[config.mk]
export PLATFORM = sky130hd
export DESIGN_NAME = motor_speed_pid_core
export DESIGN_NICKNAME = d
export VERILOG_FILES = /design/src/hdl/mspid_pkg.sv /design/src/hdl/mspid_mac.sv /design/src/hdl/motor_speed_pid_core.sv
export SDC_FILE = /design/constraint.sdc
export NUM_CORES = 2
export LEC_CHECK = 0
export ABC_CLOCK_PERIOD_IN_PS = 14900
export BUFFER_PORTS_ARGS = -buffer_cell sky130_fd_sc_hd__buf_2
export CAP_MARGIN = 20
export CORE_MARGIN = 10
export CORE_UTILIZATION = 65
export DETAILED_ROUTE_END_ITERATION = 16
export PLACE_DENSITY = 0.78
export SLEW_MARGIN = 20
export SYNTH_ARGS = -nofsm -noshare
export SYNTH_HDL_FRONTEND = slang
export SYNTH_SLANG_ARGS = --single-unit
[constraint.sdc]
create_clock -name clk -period 14.9 [get_ports clk]
set_input_delay 0.745 -clock clk [delete_from_list [all_inputs] [get_ports clk]]
set_output_delay 0.745 -clock clk [all_outputs]
set_load 0.02 [all_outputs]
[src/hdl/mspid_pkg.sv]
// Package for the motor speed PID core: widths, fixed-point constants,
// register indexes and the control struct of the shared multiply-accumulate unit.
// No dependencies.
package mspid_pkg;

  localparam int CountW = 16;
  localparam int ErrW   = 17;
  localparam int DiffW  = 18;
  localparam int SumW   = 32;
  localparam int GainW  = 16;
  localparam int PowerW = 10;
  localparam int YW     = 27;
  localparam int OpaW   = 33;
  localparam int OpbW   = 20;
  localparam int AccW   = 54;
  localparam int FracW  = 12;
  localparam int RecipShift = 36;
  localparam int CfgIdxW = 3;

  localparam logic signed [CountW-1:0] RunawayLimit = 16'sd5500;
  localparam logic [PowerW-1:0] RunawayPower = 10'd80;
  localparam logic [PowerW-1:0] PowerSat = 10'd1023;
  localparam logic signed [AccW-1:0] OffsetQ12 = 54'sd1415184;
  localparam logic [OpbW-1:0] RecipQ24 = 20'd969333;

  localparam logic [GainW-1:0] GainPReset = 16'd1843;
  localparam logic [GainW-1:0] GainIReset = 16'd205;
  localparam logic [GainW-1:0] GainDReset = 16'd0;
  localparam logic [PowerW-1:0] PowerMaxReset = 10'd350;
  localparam logic [PowerW-1:0] PowerMinReset = 10'd80;

  typedef enum logic [CfgIdxW-1:0] {
    REG_GAIN_P    = 3'd0,
    REG_GAIN_I    = 3'd1,
    REG_GAIN_D    = 3'd2,
    REG_POWER_MAX = 3'd3,
    REG_POWER_MIN = 3'd4
  } reg_index_t;

  typedef enum logic [1:0] {
    MAC_HOLD,
    MAC_SET,
    MAC_MUL,
    MAC_ADD
  } mac_op_t;

  typedef struct packed {
    mac_op_t                  op;
    logic signed [OpaW-1:0]   opa;
    logic        [OpbW-1:0]   opb;
    logic signed [AccW-1:0]   init;
  } mac_ctl_t;

endpackage

[src/hdl/mspid_mac.sv]
// Shared multiply-accumulate unit: signed operand times unsigned coefficient,
// loaded, stored or added into one wide accumulator. Depends on mspid_pkg.
module mspid_mac (
  input  logic                             clk,
  input  mspid_pkg::mac_ctl_t              ctl,
  output logic signed [mspid_pkg::AccW-1:0] acc
);
  import mspid_pkg::*;

  logic signed [AccW-1:0] prod;

  assign prod = ctl.opa * $signed({1'b0, ctl.opb});

  always_ff @(posedge clk) begin
    case (ctl.op)
      MAC_SET: acc <= ctl.init;
      MAC_MUL: acc <= prod;
      MAC_ADD: acc <= acc + prod;
      default: acc <= acc;
    endcase
  end

endmodule

[src/hdl/motor_speed_pid_core.sv]
// Top level of the motor speed PID core: sequencer, state, config registers
// and output register. Depends on mspid_pkg and mspid_mac.

// One sample item in, one result item out. A sample whose measured count has
// magnitude above 5500 returns power 80 with runaway set and leaves the loop
// state alone. Otherwise the core forms error = target - measured, adds it to
// a saturating 32-bit integral, builds the corrected target in Q12 as
// target + kp*err + ki*sum + kd*(err - previous error) with Q4.12 gains, maps
// it to power through (x + 345.504) * (1/17.308), truncates, takes negative
// power as 0, saturates at 1023 and clamps to power_max, then power_min.
// A normal item steps through ERR, MP, MI, MD, OFS, MR and DONE before
// the core is ready for the next one (a runaway item skips to DONE), as the
// single shared multiplier forms the three gain products and the reciprocal.
// Sample_ready is high only while the sequencer idles; the result register
// holds a finished item until it is taken, and the core stalls in its last
// step if an earlier result is still waiting. Config writes (cfg_ready is
// always high) take effect at once and belong to idle periods, which the
// core does not enforce; indexes past the register list are dropped.
module motor_speed_pid_core (
  input  logic                                clk,
  input  logic                                rst,
  input  logic                                sample_valid,
  output logic                                sample_ready,
  input  logic signed [mspid_pkg::CountW-1:0] target_count,
  input  logic signed [mspid_pkg::CountW-1:0] measured_count,
  output logic                                result_valid,
  input  logic                                result_ready,
  output logic        [mspid_pkg::PowerW-1:0] motor_power,
  output logic                                runaway,
  input  logic                                cfg_valid,
  output logic                                cfg_ready,
  input  logic       [mspid_pkg::CfgIdxW-1:0] cfg_index,
  input  logic         [mspid_pkg::GainW-1:0] cfg_data
);
  import mspid_pkg::*;

  typedef enum logic [2:0] {
    ST_IDLE,
    ST_ERR,
    ST_MP,
    ST_MI,
    ST_MD,
    ST_OFS,
    ST_MR,
    ST_DONE
  } state_t;

  state_t state;

  // Configuration registers
  logic [GainW-1:0]  gain_p;
  logic [GainW-1:0]  gain_i;
  logic [GainW-1:0]  gain_d;
  logic [PowerW-1:0] power_max;
  logic [PowerW-1:0] power_min;

  // Loop state
  logic signed [DiffW-1:0] previous_error;
  logic signed [SumW-1:0]  error_integral;

  // Per-item working registers
  logic signed [CountW-1:0] target;
  logic signed [CountW-1:0] measured;
  logic signed [ErrW-1:0]   err;
  logic signed [SumW-1:0]   sum;
  logic signed [DiffW-1:0]  diff;
  logic        [YW-1:0]     ycap;
  logic                     yzero;
  logic                     flag_runaway;

  logic signed [AccW-1:0] acc;
  mac_ctl_t               mac_ctl;

  // Combinational helpers
  logic signed [ErrW-1:0]   err_next;
  logic signed [SumW:0]     sum_wide;
  logic signed [SumW-1:0]   sum_next;
  logic signed [DiffW-1:0]  diff_next;
  logic                     is_runaway;
  logic signed [AccW-1:0]   y;
  logic        [PowerW:0]   power_raw;
  logic        [PowerW-1:0] power_sat;
  logic        [PowerW-1:0] power_hi;
  logic        [PowerW-1:0] power_next;
  logic                     out_free;

  mspid_mac u_mac (
    .clk (clk),
    .ctl (mac_ctl),
    .acc (acc)
  );

  assign sample_ready = (state == ST_IDLE);
  assign cfg_ready    = 1'b1;
  assign out_free     = !result_valid || result_ready;

  // Error, saturating integral and derivative difference
  assign is_runaway = (measured > RunawayLimit) || (measured < -RunawayLimit);
  assign err_next   = ErrW'(target) - ErrW'(measured);
  assign sum_wide   = (SumW + 1)'(error_integral) + (SumW + 1)'(err_next);
  always_comb begin
    case (sum_wide[SumW:SumW-1])
      2'b01:   sum_next = {1'b0, {(SumW - 1){1'b1}}};
      2'b10:   sum_next = {1'b1, {(SumW - 1){1'b0}}};
      default: sum_next = sum_wide[SumW-1:0];
    endcase
  end
  assign diff_next = DiffW'(err) - previous_error;

  // Offset the corrected target before the reciprocal multiply
  assign y = acc + OffsetQ12;

  // Truncate the scaled power, saturate, then apply max and min clamps
  assign power_raw = acc[RecipShift+PowerW:RecipShift];
  always_comb begin
    if (yzero) begin
      power_sat = '0;
    end else if (power_raw[PowerW]) begin
      power_sat = PowerSat;
    end else begin
      power_sat = power_raw[PowerW-1:0];
    end
    power_hi   = (power_sat > power_max) ? power_max : power_sat;
    power_next = (power_hi < power_min) ? power_min : power_hi;
  end

  // Operand selection for the shared multiplier
  always_comb begin
    mac_ctl.op   = MAC_HOLD;
    mac_ctl.opa  = '0;
    mac_ctl.opb  = '0;
    mac_ctl.init = AccW'(target) <<< FracW;
    case (state)
      ST_ERR: begin
        mac_ctl.op = MAC_SET;
      end
      ST_MP: begin
        mac_ctl.op  = MAC_ADD;
        mac_ctl.opa = OpaW'(err);
        mac_ctl.opb = OpbW'(gain_p);
      end
      ST_MI: begin
        mac_ctl.op  = MAC_ADD;
        mac_ctl.opa = OpaW'(sum);
        mac_ctl.opb = OpbW'(gain_i);
      end
      ST_MD: begin
        mac_ctl.op  = MAC_ADD;
        mac_ctl.opa = OpaW'(diff);
        mac_ctl.opb = OpbW'(gain_d);
      end
      ST_MR: begin
        mac_ctl.op  = MAC_MUL;
        mac_ctl.opa = $signed({{(OpaW - YW){1'b0}}, ycap});
        mac_ctl.opb = RecipQ24;
      end
      default: begin
        mac_ctl.op = MAC_HOLD;
      end
    endcase
  end

  always_ff @(posedge clk) begin
    if (rst) begin
      state          <= ST_IDLE;
      result_valid   <= 1'b0;
      gain_p         <= GainPReset;
      gain_i         <= GainIReset;
      gain_d         <= GainDReset;
      power_max      <= PowerMaxReset;
      power_min      <= PowerMinReset;
      previous_error <= '0;
      error_integral <= '0;
    end else begin
      // Config writes; unknown indexes drop
      if (cfg_valid && cfg_ready) begin
        case (cfg_index)
          REG_GAIN_P:    gain_p    <= cfg_data;
          REG_GAIN_I:    gain_i    <= cfg_data;
          REG_GAIN_D:    gain_d    <= cfg_data;
          REG_POWER_MAX: power_max <= cfg_data[PowerW-1:0];
          REG_POWER_MIN: power_min <= cfg_data[PowerW-1:0];
          default: ;
        endcase
      end

      // Drop the taken item; in the last step the register reloads itself
      if (result_valid && result_ready && (state != ST_DONE)) begin
        result_valid <= 1'b0;
      end

      case (state)
        ST_IDLE: begin
          if (sample_valid) begin
            target   <= target_count;
            measured <= measured_count;
            state    <= ST_ERR;
          end
        end
        ST_ERR: begin
          // Runaway skips the loop and leaves its state alone
          flag_runaway <= is_runaway;
          err          <= err_next;
          sum          <= sum_next;
          state        <= is_runaway ? ST_DONE : ST_MP;
        end
        ST_MP: begin
          diff  <= diff_next;
          state <= ST_MI;
        end
        ST_MI: begin
          state <= ST_MD;
        end
        ST_MD: begin
          previous_error <= DiffW'(err);
          error_integral <= sum;
          state          <= ST_OFS;
        end
        ST_OFS: begin
          yzero <= y[AccW-1] || (y == '0);
          ycap  <= (|y[AccW-2:YW]) ? {YW{1'b1}} : y[YW-1:0];
          state <= ST_MR;
        end
        ST_MR: begin
          state <= ST_DONE;
        end
        ST_DONE: begin
          // Hold here while an earlier result still waits
          if (out_free) begin
            result_valid <= 1'b1;
            motor_power  <= flag_runaway ? RunawayPower : power_next;
            runaway      <= flag_runaway;
            state        <= ST_IDLE;
          end
        end
        default: begin
          state <= ST_IDLE;
        end
      endcase
    end
  end

endmodule
After elaboration in Yosys (flattened, before gate mapping):

Index checks and enable logic that the tools add are counted.

* add/subtract/negate cells: 5
* multipliers: 1
* order comparisons: 4
* equality and inequality tests: 19
* muxes and demuxes: 15
* bitwise operators: 1
* reductions and logical operators: 23

Operator list (count)
* 53-bit case mux with 4 select lines: 1
* 54-bit case mux with 3 select lines: 1
* 32-bit case mux with 2 select lines: 1
* 54-bit by 22-bit adder with 54-bit output (second input constant): 1
* 54-bit adder: 1
* 54-bit logical NOT: 1
* 33-bit by 21-bit multiplier with 54-bit output: 1
* 10-bit two-way mux: 4
* 32-bit by 17-bit adder with 33-bit output: 1
* 26-bit OR reduction: 1
* 3-bit case mux with 8 select lines: 1
* 2-bit AND reduction: 9
* 17-bit by 17-bit subtractor with 18-bit output: 1
* 16-bit by 16-bit subtractor with 17-bit output: 1
* 16-bit by 14-bit > comparator with 1-bit output (second input constant): 1
* 16-bit by 14-bit < comparator with 1-bit output (second input constant): 1
* 3-bit equality test (second input constant): 5
* 3-bit by 2-bit equality test with 1-bit output (second input constant): 4
* 10-bit > comparator: 1
* 10-bit < comparator: 1
* 3-bit two-way mux: 3
* 2-bit equality test (second input constant): 3
* 3-bit by 1-bit equality test with 1-bit output (second input constant): 2
* 3-bit logical NOT: 2
* other kinds (12): 20

* register bits after elaboration: 314
* input port bits: 56
* output and inout port bits: 14
* logic and storage cells: 88

Depth between registers and ports, before layout:

* word-level depth: 6
* depth in mapped cells: 49
* depth with buffers taken out: 45

Modules after synthesis:

A second synthesis with hierarchy kept.

* cells, all modules: 4982
* area total of the unflattened synthesis: 44223.7 sq um

By module, submodules not included
* mspid_mac: times used 1, cells an instance 3249, area each 28840.2 sq um
* motor_speed_pid_core: times used 1, cells an instance 1733, area each 15383.5 sq um

Worst setup path after synthesis:

Ideal clock, no wire load.

* path type: register to register
* from: register state[0]
* to: register u_mac.acc[46] (netlist name) (data pin)
* library setup time: 0.263 ns
* arrival time: 11.003 ns
* required time: 14.637 ns
* setup slack: 3.633 ns
* cell stages (with the launch flop): 45
* buffers on the path: 4
* clock period less this slack: 11.267 ns
* cells stage by stage: dfxtp_1 clkbuf_1 clkbuf_1 clkbuf_1 mux2i_1 nor2_1 a211oi_1 nor2_1 fa_1 fa_1 inv_1 fa_1 inv_1 fa_1 inv_1 fa_1 inv_1 fa_1 [9 not listed] a31oi_1 o21bai_1 a211o_1 o31a_1 or2_2 a21oi_1 xnor2_1 ha_1 nand4_1 or2_2 or4_1 a211oi_1 nor2_1 o211ai_1 a31oi_1 a31o_2 a211oi_1 a21oi_1

* cells in the longest elaborated chain, start to end: 5

Ends and longest elaborated chain
* start: declaration: RTL line motor_speed_pid_core.sv:48 `state_t state;`
* start signal: assignment: RTL line motor_speed_pid_core.sv:205 `state <= is_runaway ? ST_DONE : ST_MP;`
* 3-bit equality test / 3-bit by 2-bit equality test with 1-bit output (equally long branches): RTL line motor_speed_pid_core.sv:133 `case (state)`
* 53-bit case mux with 4 select lines / 3-bit OR reduction (equally long branches)
* 33-bit by 21-bit multiplier with 54-bit output / 2-bit case mux with 3 select lines (equally long branches): RTL line mspid_mac.sv:12, motor_speed_pid_core.sv:133
* 54-bit adder, or another cell as far along: RTL line mspid_mac.sv:18 `MAC_ADD: acc <= acc + prod;`
* 54-bit case mux with 3 select lines *: RTL line mspid_mac.sv:15 `case (ctl.op)`
* end signal: assignment: RTL line mspid_mac.sv:16 `MAC_SET: acc <= ctl.init;`
* end signal: assignment: RTL line mspid_mac.sv:17 `MAC_MUL: acc <= prod;`
* end signal: assignment: RTL line mspid_mac.sv:18
* end: declaration: RTL line mspid_mac.sv:6 `output logic signed [mspid_pkg::AccW-1:0] acc`

Every way passes the cells marked *; elsewhere a longest branch is shown, timed or not.
A chain may end at the register's enable or synchronous reset.

Worst setup path after layout:

* from: register state[2]
* to: register u_mac.acc[48] (netlist name) (data pin)

The elaborated chain is that of the path after synthesis.

==> results.sh <==
export IMPL_vias=34400
export IMPL_hold_buffers=0
export IMPL_rsz0062_at_grt="no"
export IMPL_whs_path_depth=1
export IMPL_grt_overflow=0
export IMPL_worstHoldStart="measured_count[0]"
export IMPL_ioPinCount=70
export IMPL_drt_wirelength_per_cell_um=22.9
export IMPL_crit_type="flop to flop"
export IMPL_grt_usage_pct=34.8
export IMPL_dp_cells=5534
export IMPL_coreArea_um2=63200
export IMPL_syn_avg_cell_area_um2=8.81
export IMPL_setup_viol=0
export IMPL_max_freq_mhz=77.2
export IMPL_yosys_warnings=0
export IMPL_seqPwrFrac_pct=21.2
export IMPL_ys_flop_type="edfxtp_1"
export IMPL_synth_edf_count=193
export IMPL_hold_viol_final=0
export IMPL_worst_ep_arrival_time_ns=13.28
export IMPL_syn_inst=4727
export IMPL_cp_slowest_stage_delay_ns=0.86
export IMPL_cts_resized=0
export IMPL_stdcell_count=5599
export IMPL_clock_sinks=314
export IMPL_clk_pin_slew_worst_paths_ns=0.06
export IMPL_num_fill_cells=5037
export IMPL_r2r_start="state[2]"
export IMPL_clkPwrFrac_pct=15.1
export IMPL_clockBufferDepth=3
export IMPL_synth_area_leaders="fa_1 29%, edfxtp_1 14%, ha_1 9.0%, inv_1 6.8%, dfxtp_1 5.8%"
export IMPL_worst_pin_slew_ns=1.10
export IMPL_drc=0
export IMPL_synth_cell_types=85
export IMPL_drt_iter0_drc=4094
export IMPL_fin_crit_sh_pct=87.0
export IMPL_wl_um=128000
export IMPL_multi_input_area_um2=30100
export IMPL_die_w_um=273
export IMPL_final_seq_area_um2=8220
export IMPL_grt_pass1_vias=34100
export IMPL_grt_pass1_wl_um=199000
export IMPL_grt_max_degree=62
export IMPL_dpl_hpwl_um=102000
export IMPL_grt_antenna_before_repair=0
export IMPL_clk_latency_ns=0.58
export IMPL_r2r_end="u_mac.acc[48]"
export IMPL_area_growth_pct=6.21
export IMPL_layout_nets=5689
export IMPL_holdWs_ns=0.342
export IMPL_yosys_area_top_type="fa_1"
export IMPL_initial_utilization_pct=65.9
export IMPL_synthArstFlopShare_pct=0
export IMPL_crit_slowest_cell="a21o_1"
export IMPL_die_area_um2=74600
export IMPL_highest_layer="met4"
export IMPL_p_comb_share_pct=63.8
export IMPL_cts_root_buf="clkbuf_16"
export IMPL_status="completed"
export IMPL_end_kind="flop"
export IMPL_viasPerCell=6.14
export IMPL_drv_slew=0
export IMPL_fin_skew_ns=0.0305
export IMPL_fp_row_count=92
export IMPL_fp_dieH_um=273
export IMPL_path_common_cell="fa_1"
export IMPL_cts_tree="yes"
export IMPL_swShare_pct=49.7
export IMPL_hold_end="measured[0]"
export IMPL_route_met2_wl_um=55700
export IMPL_reg2reg_depth=38
export IMPL_p_leak_nw=20.9
export IMPL_ys_seq_elements=314
export IMPL_reg2reg_slack_ns=1.94
export IMPL_cts_setup_buffers=0
export IMPL_diodes=0
export IMPL_wl_met3_um=15500
export IMPL_yosysTopAreaCellShare_pct=29.3
export IMPL_min_path_type="primary input to flop"
export IMPL_p_per_area_nw_per_um2=134
export IMPL_path_max_fanout=41
export IMPL_ant_nets=0
export IMPL_firstDrtPassIters=7
export IMPL_finalCriticalPeriod_ns=12.96
export IMPL_p_sw_mw=2.95
export IMPL_synth_common_cells="750 x inv_1, 609 x fa_1, 588 x nand2_1"
export IMPL_p_int_mw=2.98
export IMPL_fin_tns_setup_ns=0
export IMPL_numCtsBuffers=35
export IMPL_finalPower_mw=5.92
export IMPL_drv_cap=0
export IMPL_synth_area_um2=41600
export IMPL_yosysMostFrequentCell="inv_1"
export IMPL_worstPathRequired_ns=15.22
export IMPL_htree_levels=2
export IMPL_cp_start_kind="flop"
export IMPL_routedLengthMet1_um=50300
export IMPL_port_buffers=68
export IMPL_timing_slew_headroom_pct=26.8
export IMPL_globalplace_congestion=1.05
export IMPL_max_vdd_ir_drop_mv=0.143
export IMPL_seq_area_frac_synth_pct=19.7
export IMPL_drive_gt1_share_pct=5.55
## registers in the layout, indices dropped and copies added (netlist names), 17 cells and up
register        count
diff               18
previous_error     17
sum                32
error_integral     32
u_mac.acc          54
ycap               27
err                17
## logic make-up (layout without fill, tap and decap cells)
logic type | Yosys count | after routing | share of synthesized area (%)
AO/OA/AOI/OAI | 874 | 874 | 13.4
XOR/XNOR | 178 | 178 | 3.78
adder cells (fa/ha/maj) | 907 | 907 | 38.2
buffers and inverters | 942 | 953 | 8.58
flip-flops | 314 | 314 | 19.7
multiplexers | 57 | 57 | 1.40
other | 2 | 17 | 0.0180
AND/OR/NAND/NOR | 1453 | 1453 | 14.9
## worst max path at each step
stage                  start            end  slack [ns]  cells after the start
floorplan           state[0]  u_mac.acc[46]        3.63                     44
global placement    state[2]  u_mac.acc[46]        2.32                     39
detailed placement  state[0]  u_mac.acc[48]        2.21                     42
CTS                 state[2]  u_mac.acc[48]        2.18                     38
global route        state[0]  u_mac.acc[46]        1.20                     43
finish              state[2]  u_mac.acc[48]        1.94                     38
## power by group through the flow
stage	Combinational, mW	Clock (mW)	Sequential, mW
final	3.78	0.893	1.25
after CTS	3.67	0.897	1.24
after global placement	3.59	0	1.26
after global routing	4.12	0.931	1.26
after floorplan	2.66	0	1.19
after detailed placement	3.62	0	1.26
## layout make-up
type | count | area share [%]
Sequential cell | 314 | 18.6
Tap cell | 846 | 2.39
Clock inverter | 19 | 0.489
Clock buffer | 45 | 2.11
Timing Repair Buffer | 138 | 2.01
Inverter | 751 | 6.37
Multi-Input combinational cell | 3486 | 68.0
## routing by layer
metal,track usage [%],vias up
li1,-,15400
met1,46.9,16700
met2,52.1,2013
met3,9.62,327
met4,15.0,0
met5,0,-
## cell usage in the layout, fill, tap and decap left out, drive strengths merged, types with 45 or more instances in the layout
| cell type | instances |
|---|---|
| a21o | 84 |
| mux2i | 50 |
| nand2 | 589 |
| nand3 | 64 |
| dfxtp | 121 |
| xor2 | 70 |
| inv | 753 |
| a211oi | 57 |
| buf | 138 |
| ha | 298 |
| xnor2 | 107 |
| o21ai | 185 |
| nor2 | 548 |
| a21oi | 297 |
| clkbuf | 45 |
| fa | 609 |
| edfxtp | 193 |
## through the flow
step                      setup slack [ns]  util (%)  area, um2
final                                 1.94      70.0      44200
after global routing                  1.20      70.0      44200
after CTS                             2.18      69.9      44200
after detailed placement              2.21      68.1      43000
after global placement                2.32      68.1      43000
after floorplan                       3.63         -      41700
## critical path, delay by kind of cell (launching register included)
family,cells,cell delay (ns)
AO/OA/AOI/OAI,11,3.80
AND/OR/NAND/NOR,9,2.48
adder cells (fa/ha/maj),9,4.29
buffers and inverters,7,1.31
flip-flops,1,0.46
XOR/XNOR,2,0.30
Note: power is estimated with default switching activity, not from simulation.
